--- src/rtl/qdgf_pkg.sv ---
// Shared types, constants and the quadrature transition table for the
// quadrature decoder with glitch filter. No dependencies.

package qdgf_pkg;

    localparam int COUNT_WIDTH_DEFAULT = 32;
    localparam int APB_ADDR_WIDTH      = 2;
    localparam int APB_DATA_WIDTH      = 32;
    localparam int INTERVAL_WIDTH      = 16;
    localparam int TIME_WIDTH          = 32;
    localparam int POSITION_WIDTH      = 32;

    localparam logic [INTERVAL_WIDTH-1:0] MIN_INTERVAL_RESET = 16'd15;

    localparam logic [APB_ADDR_WIDTH-1:0] ADDR_MIN_EDGE_INTERVAL = 2'd0;

    localparam logic [1:0] MODE_EDGE  = 2'd0;
    localparam logic [1:0] MODE_INIT  = 2'd1;
    localparam logic [1:0] MODE_CLEAR = 2'd2;

    localparam logic [1:0] STEP_NONE = 2'b00;
    localparam logic [1:0] STEP_UP   = 2'b01;
    localparam logic [1:0] STEP_DOWN = 2'b11;

    typedef struct packed {
        logic [1:0]            mode;
        logic [1:0]            ab;
        logic [TIME_WIDTH-1:0] time_us;
    } qdgf_item_t;

    function automatic logic [1:0] qdgf_step_lookup(input logic [1:0] old_ab,
                                                    input logic [1:0] new_ab);
        logic [1:0] code;
        begin
            case ({old_ab, new_ab})
                4'b0001: code = STEP_DOWN;
                4'b0010: code = STEP_UP;
                4'b0100: code = STEP_UP;
                4'b0111: code = STEP_DOWN;
                4'b1000: code = STEP_DOWN;
                4'b1011: code = STEP_UP;
                4'b1101: code = STEP_UP;
                4'b1110: code = STEP_DOWN;
                default: code = STEP_NONE;
            endcase
            return code;
        end
    endfunction

endpackage

--- src/rtl/qdgf_regs.sv ---
// APB-style configuration register bank holding the minimum edge interval.
// Depends on qdgf_pkg.

module qdgf_regs (
    input  logic                                clk,
    input  logic                                rst_n,
    input  logic                                psel,
    input  logic                                penable,
    input  logic                                pwrite,
    input  logic [qdgf_pkg::APB_ADDR_WIDTH-1:0] paddr,
    input  logic [qdgf_pkg::APB_DATA_WIDTH-1:0] pwdata,
    output logic [qdgf_pkg::APB_DATA_WIDTH-1:0] prdata,
    output logic                                pready,
    output logic [qdgf_pkg::INTERVAL_WIDTH-1:0] min_edge_interval
);
    import qdgf_pkg::*;

    logic [INTERVAL_WIDTH-1:0] min_interval_reg;
    logic [INTERVAL_WIDTH-1:0] min_interval_next;
    logic                      write_hit;

    assign pready    = 1'b1;
    assign write_hit = psel && penable && pwrite && (paddr == ADDR_MIN_EDGE_INTERVAL);

    always_comb
    begin
        min_interval_next = min_interval_reg;
        if (write_hit)
        begin
            min_interval_next = pwdata[INTERVAL_WIDTH-1:0];
        end
    end

    always_ff @(posedge clk or negedge rst_n)
    begin
        if (!rst_n)
        begin
            min_interval_reg <= MIN_INTERVAL_RESET;
        end
        else
        begin
            min_interval_reg <= min_interval_next;
        end
    end

    always_comb
    begin
        prdata = '0;
        if (paddr == ADDR_MIN_EDGE_INTERVAL)
        begin
            prdata = {{(APB_DATA_WIDTH-INTERVAL_WIDTH){1'b0}}, min_interval_reg};
        end
    end

    assign min_edge_interval = min_interval_reg;

endmodule

--- src/rtl/qdgf_core.sv ---
// Decoder datapath: input register, filter and transition state, result register.
// Depends on qdgf_pkg.

module qdgf_core #(
    parameter int COUNT_WIDTH = qdgf_pkg::COUNT_WIDTH_DEFAULT
) (
    input  logic                                 clk,
    input  logic                                 rst_n,
    input  logic                                 in_valid,
    output logic                                 in_stall,
    input  qdgf_pkg::qdgf_item_t                 in_item,
    input  logic [qdgf_pkg::INTERVAL_WIDTH-1:0]  min_edge_interval,
    output logic                                 out_valid,
    input  logic                                 out_stall,
    output logic signed [qdgf_pkg::POSITION_WIDTH-1:0] position,
    output logic                                 accepted,
    output logic signed [1:0]                    step
);
    import qdgf_pkg::*;

    logic                        in_valid_reg;
    qdgf_item_t                  item_reg;
    logic                        out_valid_reg;
    logic [POSITION_WIDTH-1:0]   position_reg;
    logic                        accepted_reg;
    logic [1:0]                  step_reg;

    logic [1:0]                  last_ab_reg;
    logic [1:0]                  last_ab_next;
    logic [TIME_WIDTH-1:0]       last_time_reg;
    logic [TIME_WIDTH-1:0]       last_time_next;
    logic [COUNT_WIDTH-1:0]      count_reg;
    logic [COUNT_WIDTH-1:0]      count_next;
    logic                        accepted_next;
    logic [1:0]                  step_next;

    logic                        advance;
    logic                        load;
    logic [TIME_WIDTH-1:0]       gap;
    logic                        gap_ok;
    logic [1:0]                  table_step;
    logic signed [COUNT_WIDTH-1:0] count_signed;
    logic signed [63:0]          count_wide;

    assign advance  = in_valid_reg && (!out_valid_reg || !out_stall);
    assign in_stall = in_valid_reg && !advance;
    assign load     = in_valid && !in_stall;

    assign gap        = item_reg.time_us - last_time_reg;
    assign gap_ok     = gap >= {{(TIME_WIDTH-INTERVAL_WIDTH){1'b0}}, min_edge_interval};
    assign table_step = qdgf_step_lookup(last_ab_reg, item_reg.ab);

    always_comb
    begin
        last_ab_next   = last_ab_reg;
        last_time_next = last_time_reg;
        count_next     = count_reg;
        accepted_next  = 1'b0;
        step_next      = STEP_NONE;
        case (item_reg.mode)
            MODE_EDGE:
            begin
                if (gap_ok)
                begin
                    accepted_next  = 1'b1;
                    step_next      = table_step;
                    last_ab_next   = item_reg.ab;
                    last_time_next = item_reg.time_us;
                    count_next     = count_reg
                                   + {{(COUNT_WIDTH-1){table_step[1]}}, table_step[0]};
                end
            end
            MODE_INIT:
            begin
                last_ab_next   = item_reg.ab;
                last_time_next = item_reg.time_us;
                count_next     = '0;
            end
            MODE_CLEAR:
            begin
                count_next = '0;
            end
            default:
            begin
                count_next = count_reg;
            end
        endcase
    end

    assign count_signed = count_next;
    assign count_wide   = 64'(count_signed);

    always_ff @(posedge clk or negedge rst_n)
    begin
        if (!rst_n)
        begin
            in_valid_reg  <= 1'b0;
            out_valid_reg <= 1'b0;
            last_ab_reg   <= '0;
            last_time_reg <= '0;
            count_reg     <= '0;
        end
        else
        begin
            if (load)
            begin
                in_valid_reg <= 1'b1;
            end
            else if (advance)
            begin
                in_valid_reg <= 1'b0;
            end

            if (advance)
            begin
                out_valid_reg <= 1'b1;
                last_ab_reg   <= last_ab_next;
                last_time_reg <= last_time_next;
                count_reg     <= count_next;
            end
            else if (!out_stall)
            begin
                out_valid_reg <= 1'b0;
            end
        end
    end

    always_ff @(posedge clk)
    begin
        if (load)
        begin
            item_reg <= in_item;
        end
        if (advance)
        begin
            position_reg <= count_wide[POSITION_WIDTH-1:0];
            accepted_reg <= accepted_next;
            step_reg     <= step_next;
        end
    end

    assign out_valid = out_valid_reg;
    assign position  = position_reg;
    assign accepted  = accepted_reg;
    assign step      = step_reg;

endmodule

--- src/rtl/quadrature_decoder_glitch_filter_unit.sv ---
// Top level of the 4x quadrature decoder with edge-interval glitch filter.
// Depends on qdgf_pkg, qdgf_regs and qdgf_core.
//
//   Channel   Handshake            Beat contents
//   input     in_valid / in_stall  mode, level_a, level_b, time_us
//   output    out_valid/ out_stall position, accepted, step
//   config    APB psel/penable     min_edge_interval at byte address 0
//
// Each beat goes from the input register via filter compare and count adder
// to the result register; one beat is taken each cycle unless output stalls.
// Reset clears the state, the count and the interval to 15 microseconds.
// A stalled output holds its result; the input stalls only when the input
// register holds a beat and the result register holds a stalled beat.

module quadrature_decoder_glitch_filter_unit #(
    parameter int COUNT_WIDTH = qdgf_pkg::COUNT_WIDTH_DEFAULT
) (
    input  logic                                 clk,
    input  logic                                 rst_n,
    input  logic                                 psel,
    input  logic                                 penable,
    input  logic                                 pwrite,
    input  logic [qdgf_pkg::APB_ADDR_WIDTH-1:0]  paddr,
    input  logic [qdgf_pkg::APB_DATA_WIDTH-1:0]  pwdata,
    output logic [qdgf_pkg::APB_DATA_WIDTH-1:0]  prdata,
    output logic                                 pready,
    input  logic                                 in_valid,
    output logic                                 in_stall,
    input  logic [1:0]                           mode,
    input  logic                                 level_a,
    input  logic                                 level_b,
    input  logic [qdgf_pkg::TIME_WIDTH-1:0]      time_us,
    output logic                                 out_valid,
    input  logic                                 out_stall,
    output logic signed [qdgf_pkg::POSITION_WIDTH-1:0] position,
    output logic                                 accepted,
    output logic signed [1:0]                    step
);
    import qdgf_pkg::*;

    logic [INTERVAL_WIDTH-1:0] min_edge_interval;
    qdgf_item_t                in_item;

    assign in_item.mode    = mode;
    assign in_item.ab      = {level_a, level_b};
    assign in_item.time_us = time_us;

    qdgf_regs u_regs (
        .clk               (clk),
        .rst_n             (rst_n),
        .psel              (psel),
        .penable           (penable),
        .pwrite            (pwrite),
        .paddr             (paddr),
        .pwdata            (pwdata),
        .prdata            (prdata),
        .pready            (pready),
        .min_edge_interval (min_edge_interval)
    );

    qdgf_core #(
        .COUNT_WIDTH (COUNT_WIDTH)
    ) u_core (
        .clk               (clk),
        .rst_n             (rst_n),
        .in_valid          (in_valid),
        .in_stall          (in_stall),
        .in_item           (in_item),
        .min_edge_interval (min_edge_interval),
        .out_valid         (out_valid),
        .out_stall         (out_stall),
        .position          (position),
        .accepted          (accepted),
        .step              (step)
    );

`ifndef SYNTHESIS
    a_step_needs_accept: assert property (@(posedge clk) disable iff (!rst_n)
        out_valid && (step != STEP_NONE) |-> accepted)
        else $error("Non-zero step reported without an accepted edge.");

    a_step_code_legal: assert property (@(posedge clk) disable iff (!rst_n)
        out_valid |-> (step == STEP_NONE) || (step == STEP_UP) || (step == STEP_DOWN))
        else $error("Illegal step code on the output.");

    a_stall_only_when_full: assert property (@(posedge clk) disable iff (!rst_n)
        in_stall |-> out_valid && out_stall)
        else $error("Input stalled while the result register could advance.");
`endif

endmodule

--- config.mk ---
export PLATFORM = sky130hd
export DESIGN_NAME = quadrature_decoder_glitch_filter_unit
export DESIGN_NICKNAME = d
export VERILOG_FILES = /design/src/rtl/qdgf_pkg.sv /design/src/rtl/qdgf_regs.sv /design/src/rtl/qdgf_core.sv /design/src/rtl/quadrature_decoder_glitch_filter_unit.sv
export SDC_FILE = /design/constraint.sdc
export NUM_CORES = 1
export LEC_CHECK = 0
export BUFFER_PORTS_ARGS = -buffer_cell sky130_fd_sc_hd__buf_4
export CORE_ASPECT_RATIO = 1.75
export CORE_MARGIN = 2
export CORE_UTILIZATION = 53
export DETAILED_ROUTE_END_ITERATION = 7
export HOLD_SLACK_MARGIN = 0.02
export PLACE_DENSITY = 0.81
export SLEW_MARGIN = 15
export SYNTH_ARGS = -nofsm -noshare
export SYNTH_HDL_FRONTEND = slang
export SYNTH_SLANG_ARGS = --single-unit
--- constraint.sdc ---
create_clock -name clk -period 4.9 [get_ports clk]
set_input_delay 0.49 -clock clk [delete_from_list [all_inputs] [get_ports clk]]
set_output_delay 0.49 -clock clk [all_outputs]
set_load 0.01 [all_outputs]
Word-level counts from Yosys, hierarchy flattened

Memory sizes are Yosys's and may differ from the RTL's.
Index checks and enable logic that the tools add are counted.

Register bits after elaboration: 155
Memory bits (read-only): 32
Word-level logic and storage cells: 50
Memories kept: 1

Add/sub/neg operators: 2
Magnitude comparators: 1
Equal/unequal tests: 4
Muxes and demuxes: 12
Reductions and logical operators: 18

Memories:

| name             | words | width | read ports | clocked after Yosys merged registers in | write ports | line           | source |
|---|---|---|---|---|---|---|---|
| (name not given) | 16    | 2     | 1          | 0                                       | 0           | qdgf_pkg.sv:35 | `case ({old_ab, new_ab})` |

Operator list:

| operator           | number |
|---|---|
| $pmux 32 s2        | 2 |
| $mux 32            | 2 |
| $add 32x32->32     | 1 |
| $ge 32x16->1       | 1 |
| $sub 32x32->32     | 1 |
| $mux 16            | 1 |
| $logic_and 1x1->1  | 6 |
| $mux 1             | 5 |
| $logic_not 1->1    | 4 |
| $logic_not 2->1    | 2 |
| $ne 2x1->1 const B | 2 |
| $pmux 2 s2         | 1 |
| $reduce_bool 2->1  | 2 |
| $reduce_and 3->1   | 1 |
| $eq 2x1->1 const B | 1 |
| $eq 2x2->1 const B | 1 |
| $mux 2             | 1 |
| $reduce_and 2->1   | 1 |
| $reduce_or 2->1    | 1 |
| $logic_or 1x1->1   | 1 |

Longest topological paths before layout

Gate-level depths: netlist (run 1).

Word-level depth: 8
Mapped depth: 23

Modules after synthesis

Synthesis (run 1) repeated with hierarchy kept, for this count alone.

Cell total of the unflattened synthesis: 1221
Area total of the unflattened synthesis: 11284.6 um^2

By module, submodules not included:

| module    | instances | cells each | area each (um^2) | seq. area each (um^2) |
|---|---|---|---|---|
| qdgf_core | 1         | 1149       | 10368.7          | 3833.7 |
| qdgf_regs | 1         | 72         | 915.9            | 405.4 |

Worst setup path after synthesis (run 1)

Ideal clock, no wire load.

Path type: reg-to-reg
From: register u_core.last_time_reg[0]
To: register u_core.last_ab_reg[1]
Library setup time: 0.125 ns
Arrival: 4.675 ns
Path slack: 0.100 ns
Stages on the path, launching flop included: 23
Path buffers: 2
Clock period less this slack: 4.800 ns
Cells stage by stage: dfrtp_1 > ha_1 > fa_1 > nand2b_1 > a21o_1 > a21oi_1 > o21ai_0 > nand2b_1 > a21oi_1 > xnor2_1 > ha_1 > a21oi_1 > o22ai_1 > a2111o_1 > or4_1 > a2111oi_2 > nand3_1 > nor4_1 > nand3_1 > o31a_1 > buf_6 > buf_6 > mux2_4

Longest elaborated chain between the ends: 4

Ends and longest elaborated chain:

| item                       | line             | source |
|---|---|---|
| start: declaration         | qdgf_core.sv:30  | `logic [TIME_WIDTH-1:0] last_time_reg;` |
| start signal: assignment   | qdgf_core.sv:118 | `last_time_reg <= last_time_next;` |
| $sub 32x32->32             | qdgf_core.sv:49  | `assign gap = item_reg.time_us - last_time_reg;` |
| $ge 32x16->1               | qdgf_core.sv:50  | `assign gap_ok = gap >= {{(TIME_WIDTH-INTERVAL_WIDTH){1'b0}}, min_edge_interval};` |
| $ne 2x1->1 (no line)       | --               |  |
| $reduce_and 3->1 (no line) | --               |  |
| end signal: assignment     | qdgf_core.sv:117 | `last_ab_reg <= last_ab_next;` |
| end: declaration           | qdgf_core.sv:28  | `logic [1:0] last_ab_reg;` |

No other way between the ends.
A chain may end at the register's enable or synchronous reset.

Final worst setup path (run 1)

From: register u_core.last_time_reg[0]
To: register u_core.last_time_reg[6]

Longest elaborated chain between the ends: 4

Ends and longest elaborated chain:

| item                       | line |
|---|---|
| $sub 32x32->32             | qdgf_core.sv:49 |
| $ge 32x16->1               | qdgf_core.sv:50 |
| $ne 2x1->1 (no line)       | -- |
| $reduce_and 3->1 (no line) | -- |

No other way between the ends.

==> summary.txt, run 1 <==
Outcome
  • Status: finished, violations left
  • Failing checks: setup timing

Floorplanning
  • Die Y: 186 um
  • Row count: 66
  • Io pins: 147
  • Initial Utilization: 54.1%
  • Chip width: 108 um
  • CORE AREA: 18600 um^2
  • Die area: 20100 um^2

Final layout
  • Seq. cell area: 4240 um^2
  • Multi-input gate area: 5500 um^2
  • Final-stage net count: 1312
  • Layout cells sized above 1: 25.3%
  • Antenna cell count: 0
  • Area growth syn-to-layout: 24.2%
  • Post-route cell area: 12500 um^2
  • Fillers: 1406
  • Largest register FFs: 36

Synth
  • Syn Inst Count: 983
  • Flops & latches, synth: 155
  • Area of the mapped netlist: 10100 um^2
  • Syn_area_per_cell: 10.2 um^2
  • Synth Flop Type: dfrtp_1
  • Asr flop ratio synth: 54.2%
  • Sequential area share after synthesis: 42.2%
  • Synth unique cells: 73
  • Post-synth EDFFs: 71
  • Synth warn: 0

Power
  • Power Density: 461 nW/um^2
  • Leakage: 5.77 nW
  • Tot Pwr: 0.00576 W
  • Peak supply drop: 235 uV

GRT
  • GR Overflow Total: 0
  • Gr usage total: 26.5%
  • First-pass GRT wire length: 41700 um
  • Antenna violations before repair: 0
  • Vias in the first global route: 8530
  • Largest net degree at the start of global routing: 46

Timing
  • Slew Limit Fails: 0
  • Setup violators final: 33
  • Final setup margin: -0.0555 ns
  • Max-slew headroom: 36.2%
  • Fmax: 0.202 GHz
  • Worst slew pin tran: 0.957 ns
  • Final hold vios: 0
  • RSZ-0062 raised after global routing: true
  • Final Cycle Share: 101%
  • Setup Skew: 0.0144 ns
  • Post-layout min period: 4.96 ns

Placed design
  • Placed inst area: 11500 um^2
  • DP HPWL: 18200 um
  • Final RePlAce weighted congestion: 0.941
  • Port buffer count: 113

Worst setup path
  • Critical path arrival: 5.26 ns
  • Worst Path Max Fanout: 11
  • CP Launch Type: register
  • Crit. End Element: register
  • Critical path class: reg -> reg
  • Data required, critical path: 5.21 ns

Detailed routing
  • Post-DRT Antenna Nets: 0
  • DR pass1 iterations: 4
  • WL final: 26800 um
  • DR DRC count: 0
  • Via/cell ratio: 5.96
  • 1st-iter DRT viols: 421
  • Vias: 8350
  • WL/cell: 19.1 um

Clock network
  • Clock root buffer: clkbuf_16
  • Clk sinks: 155
  • CTS H-tree depth: 4
  • Total CTS buffers: 17
  • Skew-Pair Late Insertion Delay: 0.44 ns
  • Worst-path clk slew: 0.07 ns
  • CTS tree: yes
  • Max clock buf depth: 2
  • Hold_buf cts: 0

Hold path
  • Hold WC Path Type: in -> async

Run
  • Max cap viols: 0
-- worst paths after layout --
check,cells after the start,to,slack [ns],start
worst max-delay path,21,u_core.last_time_reg[6],-0.06,u_core.last_time_reg[0]
worst min-delay path,1,u_core.count_reg[4],0.03,rst_n
worst max register to register,21,u_core.last_time_reg[6],-0.06,u_core.last_time_reg[0]
worst min register to register,1,u_core.out_valid,0.50,u_core.in_valid_reg
max in group asynchronous,2,u_core.last_time_reg[26],3.82,rst_n
min in group clk,1,u_core.item_reg[15],0.23,time_us[15]
-- per-layer routing --
| layer | GRT usage, % | wire length (um) | vias to the layer above | part of all wire (%) |
|---|---|---|---|---|
| met5 | 0 | 0 | - | 0 |
| met1 | 28.4 | 9740 | 4014 | 36 |
| met4 | 13.3 | 1170 | 0 | 4.4 |
| met2 | 48.9 | 14300 | 311 | 54 |
| li1 | - | - | 3932 | - |
| met3 | 5.09 | 1520 | 93 | 5.7 |
-- cells by family (layout without fill, tap and decap cells) --
| group | Yosys count | count (layout) | synth area share, % |
|---|---|---|---|
| other | 2 | 17 | 0.0747 |
| flip-flops | 155 | 155 | 42.2 |
| AO/OA/AOI/OAI | 300 | 300 | 20.6 |
| XOR/XNOR | 50 | 50 | 4.36 |
| multiplexers | 38 | 38 | 5.41 |
| adder cells (fa/ha/maj) | 84 | 84 | 10.6 |
| buffers and inverters | 123 | 289 | 5.65 |
| AND/OR/NAND/NOR | 231 | 231 | 11.2 |
-- layout by cell type, fill, tap and decap left out, types with 6 or more instances in the layout --
cell type	Yosys	routed
or3_1	7	7
nand2b_1	13	11
o31ai_1	7	7
clkbuf_16	0	20
inv_1	71	69
conb_1	2	17
nor4_1	8	7
a21oi_1	68	62
dfrtp_1	80	80
mux2_4	29	31
nand4_1	7	7
xor2_1	15	15
buf_4	17	171
a211oi_1	9	7
nor3_1	33	32
o21bai_1	11	11
a21o_1	27	27
nor2_1	39	38
o21ai_0	54	51
xnor2_1	35	35
nand2_1	75	75
o21a_1	12	12
nand3_1	20	20
buf_6	5	6
a22o_1	52	52
edfxtp_1	71	71
o211ai_1	12	12
ha_1	82	79
a21oi_2	0	6
-- critical path, stage by stage, from the launching register on --
cell and delay [ns]:
dfrtp_1 0.41, ha_2 0.22, fa_2 0.35, nand2b_4 0.16
a21o_1 0.19, a21oi_2 0.19, o21ai_1 0.08, nand2b_1 0.09
a21oi_2 0.06, xnor2_1 0.13, ha_1 0.31, a21oi_2 0.14
o22ai_2 0.08, a2111o_1 0.38, or4_4 0.45, a2111oi_4 0.28
nand3_1 0.11, nor4_1 0.17, nand3_1 0.13, o31a_4 0.40
buf_12 0.18, mux2_4 0.30
-- synth_stat cells (3+ instances only) --
master | n | area, um^2
o31ai_1 | 7 | 52.6
a21oi_1 | 68 | 340
and2_1 | 5 | 31.3
clkbuf_1 | 25 | 93.8
nand3_1 | 20 | 100
edfxtp_1 | 71 | 2130
a2111o_1 | 5 | 56.3
nor3_1 | 33 | 165
a22o_1 | 52 | 455
o211ai_1 | 12 | 90.1
buf_2 | 4 | 20.0
xnor2_1 | 35 | 307
o21ai_0 | 54 | 270
mux2_1 | 4 | 45.0
ha_1 | 82 | 1030
o2111ai_1 | 3 | 26.3
nand4_1 | 7 | 43.8
a21boi_0 | 3 | 22.5
buf_4 | 17 | 128
o22ai_1 | 4 | 25.0
o2bb2ai_1 | 5 | 43.8
dfrtp_1 | 80 | 2000
o31a_1 | 3 | 26.3
nand2b_1 | 13 | 81.3
or4_1 | 3 | 22.5
o21a_1 | 12 | 90.1
and3_1 | 5 | 31.3
nand2_1 | 75 | 282
mux2_4 | 29 | 435
dfstp_2 | 4 | 105
a21o_1 | 27 | 203
o21bai_1 | 11 | 82.6
buf_6 | 5 | 56.3
nor2b_1 | 7 | 43.8
or3_1 | 7 | 43.8
nor4_1 | 8 | 50.1
nor2_1 | 39 | 146
o21ai_1 | 3 | 15.0
inv_1 | 71 | 267
mux2i_1 | 3 | 30.0
xor2_1 | 15 | 131
a211oi_1 | 9 | 67.6
-- power by group --
part	internal (W)	switching, W	leakage (nW)
logic	0.00118	0.00139	3.73
registers	0.00162	0.000143	1.73
clock network	0.000846	0.000581	0.303
total	0.00365	0.00211	5.77
-- timing repair --
action                     CTS  global route
pin swaps                   12             8
gates cloned                 2             3
setup endpoints to repair   36            99
gates resized for setup     32            20
setup buffers                4             4
-- stage by stage --
stage / hold WS [ns] / utilization (%) / cells / setup TNS, ns / setup WS, ns
after detailed placement: 0.485 / 61.7 / 1357 / -8.83 / -0.305
after global placement: 0.464 / 61.7 / 1357 / -4.50 / -0.153
after CTS: 0.0401 / 66.2 / 1395 / -3.02 / -0.115
after global routing: 0.0548 / 67.2 / 1402 / -9.36 / -0.304
after floorplan: 0.194 / - / 998 / 0 / 0.100
final: 0.0277 / 67.2 / 1402 / -0.841 / -0.0555
-- cell type report --
type | count | share of cell area, %
Clock inverter | 13 | 1.42
Clock buffer | 19 | 3.64
Multi-Input combinational cell | 720 | 44.0
Tap cell | 238 | 2.39
Sequential cell | 155 | 34.0
Timing Repair Buffer | 186 | 12.4
Inverter | 71 | 2.14
(Power assumes the default switching activity.)
==> run 2: changes to the inputs <==
- CORE_ASPECT_RATIO: 1.75 -> not set
- CORE_MARGIN: 2 -> not set
==> summary.txt, run 2 (synthesized netlist as in run 1, its figures left out) <==
Detailed routing
  • Post-DRT Antenna Nets: 0 (unchanged)
  • Via/cell ratio: 5.91 (-0.79%)
  • 1st-iter DRT viols: 493 (+17%)
  • DR DRC count: 0 (unchanged)
  • DR pass1 iterations: 5 (+1)
  • Vias: 8160 (-2.3%)
  • WL final: 24600 um (-8.1%)
  • WL/cell: 17.8 um (-6.7%)

Worst setup path
  • Data required, critical path: 5.22 ns (about the same)
  • R2R depth: 18 (-14%)
  • Critical path class: reg -> reg
  • Crit. End Element: register
  • R2R Path Start: u_core.item_reg[10]
  • Crit-path cells: ha_1, nand4_1, or2_2, o21a_1, xnor2_1, ha_1, a21o_1, a21oi_2, o22ai_2, a2111o_1, or4_4, a2111oi_4, nand3_1, nor4_1, nand3_1, o31a_4, clkbuf_16, mux2_4
  • CP peak stage delay: 0.44 ns (about the same)
  • Worst Path Max Fanout: 6 (-5)
  • CP Launch Type: register
  • CP max-delay cell: or4_4
  • Reg2reg end: u_core.last_time_reg[7]
  • Critical path arrival: 5.12 ns (-0.14 ns)
  • Worst reg2reg setup slack: 0.09 ns (+0.15 ns)

Timing
  • Max-slew headroom: 38.4% (+2.2 points)
  • Worst slew pin tran: 0.924 ns (-0.0329 ns)
  • Final Cycle Share: 98.1% (-3.0 points)
  • Setup Skew: 0.0123 ns (-0.00209 ns)
  • Slew Limit Fails: 0 (unchanged)
  • Post-layout min period: 4.81 ns (-0.149 ns)
  • Final hold vios: 0 (unchanged)
  • Setup violators final: 0 (-100%)
  • RSZ-0062 raised after global routing: true
  • Final setup margin: 0.0937 ns (+0.149 ns)
  • Fmax: 0.208 GHz (+3.1%)

Placed design
  • DP HPWL: 16800 um (-7.9%)
  • Port buffer count: 113 (unchanged)
  • Final RePlAce weighted congestion: 0.909 (-3.4%)
  • Pre-CTS WS: -0.233 ns (+0.0721 ns)

Power
  • Sw Ratio: 37.6% (+0.97 points)
  • Peak supply drop: 279 uV (+19%)
  • Power Density: 454 nW/um^2 (-1.5%)
  • Clock share of power: 24.4% (-0.4 points)
  • Power share of the combinational group: 44.0% (-0.6 points)
  • Leakage: 5.65 nW (-2.0%)
  • Psw: 0.00209 W (-0.80%)
  • Sequential Power Share: 31.6% (+1.0 points)
  • Internal: 0.00347 W (-4.8%)

Hold path
  • Hold WC Path Type: in -> reg
  • Hold depth: 1
  • Min-delay src: time_us[12]
  • Hold worst-path end: u_core.item_reg[12]

Final layout
  • Antenna cell count: 0 (unchanged)
  • Fillers: 1420 (+1.0%)
  • Final-stage net count: 1295 (-1.3%)
  • Largest register FFs: 36 (unchanged)
  • Fin util: 65.7% (-1.5 points)
  • Commonest non-fill, non-tap cell in the layout: buf_4
  • Multi-input gate area: 5450 um^2 (-0.91%)
  • Seq. cell area: 4240 um^2 (unchanged)
  • Layout cells sized above 1: 23.4% (-1.9 points)
  • Commonest cells after routing, fill and taps aside: 158 x buf_4, 80 x dfrtp_1, 79 x ha_1
  • Area growth syn-to-layout: 21.8%

GRT
  • Gr busiest metal: met2
  • Grt met1 use: 33.5% (+5.1 points)
  • Met3 Use GR: 4.61% (-0.48 points)
  • First-pass GRT wire length: 39500 um (-5.3%)
  • Gr usage total: 25.4% (-1.1 points)
  • Vias in the first global route: 7996 (-6.3%)
  • Largest net degree at the start of global routing: 59 (+28%)
  • GR Overflow Total: 0 (unchanged)
  • Global Route met2 Usage: 41.3% (-7.6 points)
  • Antenna violations before repair: 0 (unchanged)

Run
  • Max cap viols: 0 (unchanged)

Clock network
  • CTS tree: yes
  • Clk sinks: 155 (unchanged)
  • Skew-Pair Late Insertion Delay: 0.44 ns (about the same)
  • Worst-path clk slew: 0.07 ns (about the same)
  • CTS H-tree depth: 4 (unchanged)
  • Total CTS buffers: 17 (unchanged)
  • Clock root buffer: clkbuf_16
  • Max clock buf depth: 2 (unchanged)

Floorplanning
  • CORE AREA: 18600 um^2 (+0.34%)
  • Chip width: 140 um (+29%)
  • Die area: 19500 um^2 (-3.0%)
  • Die Y: 140 um (-25%)
  • Io pins: 147 (unchanged)
  • Row count: 50 (-24%)
  • Initial Utilization: 53.9% (-0.18 points)

Outcome
  • Status: completed
-- run 2: cell types whose count changed in the layout (fill, tap and decap cells not counted), sizes merged --
cell         change
clkinv           +3
inv              +3
clkinvlp         -2
clkbuf           -2
buf             -18
bufinv           -2
dlygate4sd3      +1
-- run 2: critical path, delay by kind of cell (launching register included) --
kind	cells	cell delay [ns]
buf+inv	1	0.19
compound gates	7	1.65
xor+xnor	1	0.14
simple gates	6	1.29
flops	1	0.40
fa+ha+maj	2	0.72
mux	1	0.30
-- run 2: how the worst max path moves through the flow --
| stage | startpoint | end | depth (start not counted) |
|---|---|---|---|
| 6_report | u_core.item_reg[10] | u_core.last_time_reg[7] | 18 |
| 2_1_floorplan | u_core.last_time_reg[0] | u_core.last_ab_reg[1] | 22 |
| 5_1_grt | u_core.last_time_reg[5] | u_core.last_time_reg[7] | 21 |
| 4_1_cts | u_core.last_time_reg[0] | u_core.last_time_reg[3] | 21 |
| 3_3_place_gp | u_core.last_time_reg[0] | u_core.last_time_reg[29] | 21 |
| 3_5_place_dp | u_core.last_time_reg[0] | u_core.last_time_reg[29] | 21 |
-- run 2: cell type report --
| cell class | count | share of cell area [%] |
|---|---|---|
| clock buffers | 17 | 3.48 |
| clock inverters | 15 | 1.44 |
| multi-input cells | 720 | 44.5 |
| flip-flops and latches | 155 | 34.6 |
| inverters | 71 | 2.18 |
| well taps | 234 | 2.39 |
| repair buffers | 169 | 11.4 |
-- run 2: timing repair --
item                                   in CTS  in global routing
gates cloned                                1                  2
pin swaps                                   6                 10
hold buffers                                1                  0
resized for setup                          15                 19
setup endpoints to repair                  34                 74
buffers inserted                            1                  6
endpoints found under the hold margin      25                  0
-- run 2: routing by layer --
metal / vias up / wire length, um
li1: 3902 / -
met1: 3936 / 11100
met2: 269 / 11600
met3: 53 / 1260
met4: 0 / 640
met5: - / 0
-- run 2: power by group through the flow --
stage                     Clock [W]  Sequential [W]  Combinational [W]
after detailed placement          0         0.00177            0.00229
after global placement            0         0.00176            0.00223
after global routing        0.00143         0.00178            0.00269
after CTS                   0.00138         0.00175            0.00236
final                       0.00136         0.00176            0.00245
after floorplan                   0         0.00176            0.00163
-- run 2: stage by stage --
stage	setup TNS (ns)	instance area, um^2	hold WS (ns)	cells	total power, W
6_report	0	12200	0.224	1381	0.00556
4_1_cts	0	12100	0.213	1373	0.00549
5_1_grt	-5.33	12200	0.211	1381	0.00590
3_3_place_gp	-4.22	11300	0.426	1338	0.00399
2_1_floorplan	0	10100	0.194	998	0.00339
3_5_place_dp	-6.29	11300	0.429	1338	0.00406
